**src/sv/pra_pkg.sv**
```systemverilog
// ----------------------------------------------------------------------------
// pra_pkg
// types, constants and codes shared by the ramp automation modules
// ----------------------------------------------------------------------------
package pra_pkg;

    localparam int QUEUE_DEPTH = 16;
    localparam int PTR_W       = $clog2(QUEUE_DEPTH);
    localparam int CNT_W       = 5;
    localparam int FRAC_BITS   = 16;
    localparam int DIV_W       = $clog2(FRAC_BITS);
    localparam int TIME_W      = 48;
    localparam int VAL_W       = 32;
    localparam int SPAN_W      = 24;
    localparam int F_W         = FRAC_BITS + 1;

    localparam logic [2:0] MODE_TICK       = 3'd0;
    localparam logic [2:0] MODE_APPLY      = 3'd1;
    localparam logic [2:0] MODE_APPLY_HELD = 3'd2;
    localparam logic [2:0] MODE_APPEND     = 3'd3;
    localparam logic [2:0] MODE_SET        = 3'd4;
    localparam logic [2:0] MODE_CLEAR      = 3'd5;

    localparam logic [1:0] CURVE_IN  = 2'd1;
    localparam logic [1:0] CURVE_OUT = 2'd2;

    typedef struct packed {
        logic [2:0]               mode;
        logic signed [VAL_W-1:0]  begin_value;
        logic signed [VAL_W-1:0]  end_value;
        logic [SPAN_W-1:0]        delay_samples;
        logic [SPAN_W-1:0]        duration_samples;
        logic [1:0]               curve;
    } t_in_word;

    typedef struct packed {
        logic signed [VAL_W-1:0]  value;
        logic                     ramping;
        logic [CNT_W-1:0]         queued_events;
        logic                     queue_overflow;
        logic [31:0]              remaining_samples;
    } t_out_word;

    typedef struct packed {
        logic load;
        logic prep;
        logic push;
        logic retire;
        logic div_init;
        logic div_step;
        logic mul_f;
        logic mul_p;
        logic ramp;
        logic adv;
        logic fin;
    } t_dp_cmd;

    typedef struct packed {
        logic is_tick;
        logic head_retire;
        logic head_started;
        logic div_last;
    } t_dp_sts;

endpackage

```
**src/sv/pra_control.sv**
```systemverilog
// ----------------------------------------------------------------------------
// pra_control
// sequencer for commands, event retirement, division and interpolation
// ----------------------------------------------------------------------------
module pra_control (
    input  logic             i_clk,
    input  logic             i_rst_n,
    input  logic             i_start,
    input  pra_pkg::t_dp_sts i_sts,
    output pra_pkg::t_dp_cmd o_cmd,
    output logic             o_busy,
    output logic             o_done
);
    import pra_pkg::*;

    typedef enum logic [3:0] {
        S_IDLE, S_RD, S_CHK, S_DIV, S_MULF, S_MULP, S_RAMP, S_ADV,
        S_CMD, S_PUSH, S_FIN
    } t_state;

    t_state r_state, n_state;
    logic   r_done;

    always_comb begin
        o_cmd   = '0;
        n_state = r_state;
        case (r_state)
            S_IDLE: begin
                if (i_start) begin
                    o_cmd.load = 1'b1;
                    n_state    = S_RD;
                end
            end
            S_RD: begin
                n_state = i_sts.is_tick ? S_CHK : S_CMD;
            end
            S_CHK: begin
                if (i_sts.head_retire) begin
                    o_cmd.retire = 1'b1;
                    n_state      = S_RD;
                end else if (i_sts.head_started) begin
                    o_cmd.div_init = 1'b1;
                    n_state        = S_DIV;
                end else begin
                    n_state = S_ADV;
                end
            end
            S_DIV: begin
                o_cmd.div_step = 1'b1;
                if (i_sts.div_last) begin
                    n_state = S_MULF;
                end
            end
            S_MULF: begin
                o_cmd.mul_f = 1'b1;
                n_state     = S_MULP;
            end
            S_MULP: begin
                o_cmd.mul_p = 1'b1;
                n_state     = S_RAMP;
            end
            S_RAMP: begin
                o_cmd.ramp = 1'b1;
                n_state    = S_ADV;
            end
            S_ADV: begin
                o_cmd.adv = 1'b1;
                n_state   = S_FIN;
            end
            S_CMD: begin
                o_cmd.prep = 1'b1;
                n_state    = S_PUSH;
            end
            S_PUSH: begin
                o_cmd.push = 1'b1;
                n_state    = S_FIN;
            end
            S_FIN: begin
                o_cmd.fin = 1'b1;
                n_state   = S_IDLE;
            end
            default: begin
                n_state = S_IDLE;
            end
        endcase
    end

    always_ff @(posedge i_clk) begin
        if (!i_rst_n) begin
            r_state <= S_IDLE;
            r_done  <= 1'b0;
        end else begin
            r_state <= n_state;
            r_done  <= (r_state == S_FIN);
        end
    end

    assign o_busy = (r_state != S_IDLE);
    assign o_done = r_done;

endmodule

```
**config.mk**
```make
export PLATFORM = sky130hd
export DESIGN_NAME = pra_control
export DESIGN_NICKNAME = d
export VERILOG_FILES = /design/src/sv/pra_pkg.sv /design/src/sv/pra_control.sv
export SDC_FILE = /design/constraint.sdc
export NUM_CORES = 1
export LEC_CHECK = 0
export BUFFER_PORTS_ARGS = -buffer_cell sky130_fd_sc_hd__buf_2
export CAP_MARGIN = 20
export CORE_AREA = 2 2 39 41
export CTS_CLUSTER_SIZE = 12
export DETAILED_ROUTE_END_ITERATION = 10
export DIE_AREA = 0 0 41 43
export GPL_ROUTABILITY_DRIVEN = 1
export GPL_TIMING_DRIVEN = 0
export SYNTH_ARGS = -nofsm -noshare
export SYNTH_HDL_FRONTEND = slang
export SYNTH_SLANG_ARGS = --single-unit
```
**constraint.sdc**
```tcl
create_clock -name i_clk -period 1.7 [get_ports i_clk]
set_clock_uncertainty 0.1 [all_clocks]
set_input_delay 0.085 -clock i_clk [delete_from_list [all_inputs] [get_ports i_clk]]
set_output_delay 0.085 -clock i_clk [all_outputs]
set_load 0.02 [all_outputs]
```
==> metrics.yaml, run 1 <==
status: "finished clean"
clk_path_buf_depth: 2
grt.overflow.total: 0
cts_resized: 0
crit_path_start_kind: "register"
clock_latency_ns: 0.24
grt_pass1_vias: 375
rsz0062_at_grt: "no"
cts_made_buffers: 3
setup_viol: 0
synth_edf_count: 0
area_growth_pct: 38.8
crit_required_ns: 1.51
synth_warnings: 0
syn-num-nets: 60
crit_type: "reg -> out"
cts_hold_buffers: 0
core_mm2: 0.00138
synthDistinctLibCells: 20
power_density_mw_per_mm2: 821
synthCells: 53
avgSynthCellArea_um2: 6.94
dr.pass1.iters: 4
layout-drive-gt1-share_pct: 35.5
wl_per_cell_um: 10.6
dieArea_mm2: 0.00176
yosys.area.top_type: "dfxtp_1"
antenna_found_initial: 0
cap_violations: 0
arrival_ns: 1.39
finalSetupTns_ns: 0
post_cts_buffers: 0
cts.root.buffer_cell: "clkbuf_4"
drtIter0Drc: 5
die_w_um: 41
vias: 439
vdd_ir_drop_max_mv: 0.454
fmax_mhz: 635
p_leak_nw: 0.260
cts_sinks: 5
track_usage_pct: 12.9
fin_crit_sh_pct: 92.7
fp.dieH_um: 43
netlist.area_leader.share_pct: 27.2
finalPower_w: 0.000419
ant_nets: 0
drt-total-wl_um: 979
antenna_cells: 0
routed_via_density: 4.77
grt_pass1_wl_um: 1520
synth.area.top_cells: "dfxtp_1 (27%), nand2b_1 (10%), nor2_1 (9.2%)"
ys_seq_area_share_pct: 27.2
io_pins: 20
crit_path_max_fanout: 10
dp_hpwl_um: 709
clkTransAtPathRegs_ns: 0.05
gp_congestion: 0.766
worst_slew_pin_slew_ns: 0.389
ys.flop_type: "dfxtp_1"
tritoncts: "yes"
endpoint_kind: "output port"
synth-seq-cells: 5
row_count: 14
final_max_slew_viol_count: 0
finalCriticalPeriod_ns: 1.58
numPortBuffers: 19
grt_max_degree: 11
fin_nets: 84
drc_errors: 0
slew_headroom_pct: 74.1
cts_max_level: 1
hold_class: "in -> reg"
synth_area_um2: 368
finalHoldViolCount: 0
start_util_pct: 26.6
async_flop_share_pct: 0
==> registers in the layout, summed over array words and instances (netlist names) <==
| register | cells |
|---|---|
| o_done | 1 |
| r_state | 4 |
==> metrics by stage <==
stage / utilization (%) / cell area (um2) / hold WS [ns] / setup slack, ns / std cells
after global placement: 34.9 / 483 / 0.277 / 0.392 / 88
after detailed placement: 34.9 / 483 / 0.273 / 0.370 / 88
final: 36.9 / 510 / 0.0172 / 0.125 / 92
after global routing: 36.9 / 510 / 0.00169 / 0.00755 / 92
after floorplan: - / 368 / 0.102 / 0.413 / 53
after CTS: 36.9 / 510 / 0.00929 / 0.110 / 92
==> where the power goes <==
part / leakage [nW] / switching, W / internal [W]
logic: 0.201 / 0.0000887 / 0.0000573
registers: 0.0408 / 0.00000814 / 0.000127
clock network: 0.0177 / 0.0000523 / 0.0000853
total: 0.260 / 0.000149 / 0.000270
==> cells in the mapped netlist, types with 2 or more instances <==
cell / count
dfxtp_1: 5
nor2b_1: 2
nor3_1: 4
nand2b_1: 6
nor2_1: 9
buf_2: 3
nand2_1: 3
and3_1: 3
o21a_1: 4
o21ai_0: 3
a21oi_1: 2
==> routing by layer <==
layer / share of wire [%] / routed length, um / vias up / global-route usage [%]
li1: - / - / 229 / -
met1: 43 / 423 / 197 / 15.4
met2: 50 / 490 / 13 / 19.4
met3: 6.6 / 65 / 0 / 6.28
met4: 0 / 0 / 0 / 4.00
met5: 0 / 0 / - / 0
==> layout make-up <==
cell class / instances / area, um2
fillers: 162 / 873
multi-input cells: 43 / 245
flip-flops and latches: 5 / 100
repair buffers: 19 / 95.1
clock buffers: 3 / 22.5
well taps: 16 / 20.0
plain buffers: 4 / 18.8
clock inverters: 1 / 5.00
inverters: 1 / 3.75
==> final timing paths <==
path                                         startpoint  slack, ns  cells past startpoint                      end
worst min register to register  r_state[3]$_SDFFE_PN0P_       0.55                      3        o_done$_SDFF_PN0_
worst max-delay path            r_state[2]$_SDFFE_PN0P_       0.12                      4                o_cmd[10]
worst min-delay path                            i_rst_n       0.02                      2  r_state[3]$_SDFFE_PN0P_
worst max register to register  r_state[2]$_SDFFE_PN0P_       0.42                      4  r_state[0]$_SDFFE_PN0P_
==> logic make-up (layout without fill, tap and decap cells) <==
| group | count (synthesis) | count (layout) | share of synthesized area [%] |
|---|---|---|---|
| AO/OA/AOI/OAI | 11 | 11 | 19.4 |
| buffers and inverters | 5 | 28 | 6.12 |
| flip-flops | 5 | 5 | 27.2 |
| AND/OR/NAND/NOR | 32 | 32 | 47.3 |
==> placed cells by master, fill, tap and decap left out, types with 2 or more instances in the layout <==
| cell type | synthesis | layout |
|---|---|---|
| nand2_1 | 3 | 3 |
| nor2_1 | 9 | 9 |
| nor3_1 | 4 | 4 |
| a21oi_1 | 2 | 2 |
| and3_1 | 3 | 3 |
| clkbuf_4 | 0 | 3 |
| nor2b_1 | 2 | 2 |
| dfxtp_1 | 5 | 5 |
| nand2b_1 | 6 | 6 |
| buf_2 | 3 | 22 |
| o21a_1 | 4 | 4 |
| o21ai_0 | 3 | 3 |
==> worst max-delay path: stages (launching register included) <==
cell      delay, ns
dfxtp_1        0.30
clkbuf_1       0.32
nor2_1         0.17
and3_1         0.21
buf_2          0.15
(Power assumes the default switching activity.)
==> run 2, diff against run 1 <==
- HOLD_SLACK_MARGIN: default -> 0.1
==> run 2 against run 1 <==
- cell count is 1.1% higher
- wire length is 0.82% higher
- non-clock buffer count is 1 higher
- via count is 0.46% higher
- count of clock-buffer cells in the layout stayed put
- largest power group unchanged
==> metrics.yaml, run 2 (synthesis gave the netlist of run 1 again) <==
grt_pass1_vias: 375  # unchanged
layout-drive-gt1-share_pct: 35.1  # was 35.5%
crit_path_start_kind: "register"  # unchanged
track_usage_pct: 12.9  # unchanged
vias: 441  # was 439
dp.cells: 88  # unchanged
final_cell_mix: "buf_2 (22), nor2_1 (9), nand2b_1 (6)"  # unchanged
cts_sinks: 5  # unchanged
endpoint_kind: "output port"  # unchanged
wl_per_cell_um: 10.6  # about the same
gp_congestion: 0.766  # unchanged
row_count: 14  # unchanged
fp.dieH_um: 43  # unchanged
grt_max_degree: 11  # unchanged
drt-total-wl_um: 987  # was 979 um
status: "finished clean"  # unchanged
ant_nets: 0  # unchanged
p_leak_nw: 0.264  # was 0.260 nW
core_mm2: 0.00138  # unchanged
worst_slew_pin_slew_ns: 0.389  # unchanged
cts.root.buffer_cell: "clkbuf_4"  # unchanged
clock_latency_ns: 0.24  # about the same
dp_hpwl_um: 709  # unchanged
die_w_um: 41  # unchanged
final_max_slew_viol_count: 0  # unchanged
io_pins: 20  # unchanged
finalHoldViolCount: 0  # unchanged
fin_cells: 93  # was 92
start_util_pct: 26.6  # unchanged
vdd_ir_drop_max_mv: 0.454  # about the same
antenna_cells: 0  # unchanged
cap_violations: 0  # unchanged
clk_path_buf_depth: 2  # unchanged
clkTransAtPathRegs_ns: 0.04  # was 0.05 ns
drc_errors: 0  # unchanged
power_density_mw_per_mm2: 809  # was 821 mW/mm2
area_growth_pct: 41.5  # was 38.8%
regMostFlops: "r_state"  # unchanged
finalSetupTns_ns: 0  # unchanged
grt.overflow.total: 0  # unchanged
fillers: 161  # was 162
crit_path_max_fanout: 10  # unchanged
crit_required_ns: 1.51  # about the same
fin_crit_sh_pct: 92.7  # unchanged
rsz0062_at_grt: "no"  # unchanged
cts_made_buffers: 3  # unchanged
arrival_ns: 1.39  # about the same
cts_max_level: 1  # unchanged
dieArea_mm2: 0.00176  # unchanged
antenna_found_initial: 0  # unchanged
dr.pass1.iters: 4  # unchanged
setup_viol: 0  # unchanged
numPortBuffers: 19  # unchanged
fmax_mhz: 635  # unchanged
post_cts_buffers: 0  # unchanged
fin_nets: 85  # was 84
crit_type: "reg -> out"  # unchanged
hold_class: "in -> reg"  # unchanged
final_common_cell: "buf_2"  # unchanged
finalCriticalPeriod_ns: 1.58  # unchanged
drtIter0Drc: 5  # unchanged
fin_util_pct: 37.6  # was 36.9%
grt_pass1_wl_um: 1520  # unchanged
largest_register_ffs: 4  # unchanged
slew_headroom_pct: 74.1  # unchanged
tritoncts: "yes"  # unchanged
routed_via_density: 4.74  # was 4.77
cts_resized: 0  # unchanged
-- run 2: layout make-up --
| cell class | count | area, um2 | share of cell area (%) |
|---|---|---|---|
| clock buffers | 3 | 22.5 | 4.33 |
| multi-input cells | 43 | 245 | 47.1 |
| flip-flops and latches | 5 | 100 | 19.2 |
| well taps | 16 | 20.0 | 3.85 |
| inverters | 1 | 3.75 | 0.721 |
| repair buffers | 20 | 105 | 20.2 |
| clock inverters | 1 | 5.00 | 0.962 |
| plain buffers | 4 | 18.8 | 3.61 |
-- run 2: path summary, 6_finish.rpt --
kind | slack [ns] | cells past startpoint | from | endpoint
worst max-delay path | 0.12 | 4 | r_state[2]$_SDFFE_PN0P_ | o_cmd[10]
worst min-delay path | 0.12 | 3 | i_sts[0] | r_state[2]$_SDFFE_PN0P_
worst max register to register | 0.42 | 4 | r_state[2]$_SDFFE_PN0P_ | r_state[0]$_SDFFE_PN0P_
worst min register to register | 0.55 | 3 | r_state[3]$_SDFFE_PN0P_ | o_done$_SDFF_PN0_
-- run 2: per-layer routing --
metal	GRT usage (%)	part of all wire (%)	vias up	routed length, um
met3	6.28	6.6	0	65
met4	4.00	0	0	0
li1	-	-	231	-
met1	15.4	43	197	429
met2	19.4	50	13	492
met5	0	0	-	0
-- run 2: power by group --
part	internal [W]	total [W]	switching [W]
clock	0.0000853	0.000138	0.0000523
combinational	0.0000588	0.000148	0.0000889
sequential	0.000127	0.000136	0.00000814
total	0.000271	0.000421	0.000149
-- run 2: metrics by stage --
step | area, um2 | hold WS [ns] | power (W) | setup slack [ns]
6_report | 520 | 0.123 | 0.000421 | 0.125
5_1_grt | 520 | 0.143 | 0.000458 | 0.00755
4_1_cts | 520 | 0.114 | 0.000428 | 0.110
3_5_place_dp | 483 | 0.273 | 0.000283 | 0.370
3_3_place_gp | 483 | 0.277 | 0.000282 | 0.392
2_1_floorplan | 368 | 0.102 | 0.000239 | 0.413
-- run 2: timing repair --
action                     4_1_cts  5_1_grt
setup endpoints to repair        0        0
hold endpoints to repair         5        0
hold buffers                     1        0
-- run 2: worst max-delay path, cell delays in order (launching register included) --
cell and delay (ns):
dfxtp_1 0.30, clkbuf_1 0.32, nor2_1 0.17, and3_1 0.21, buf_2 0.15
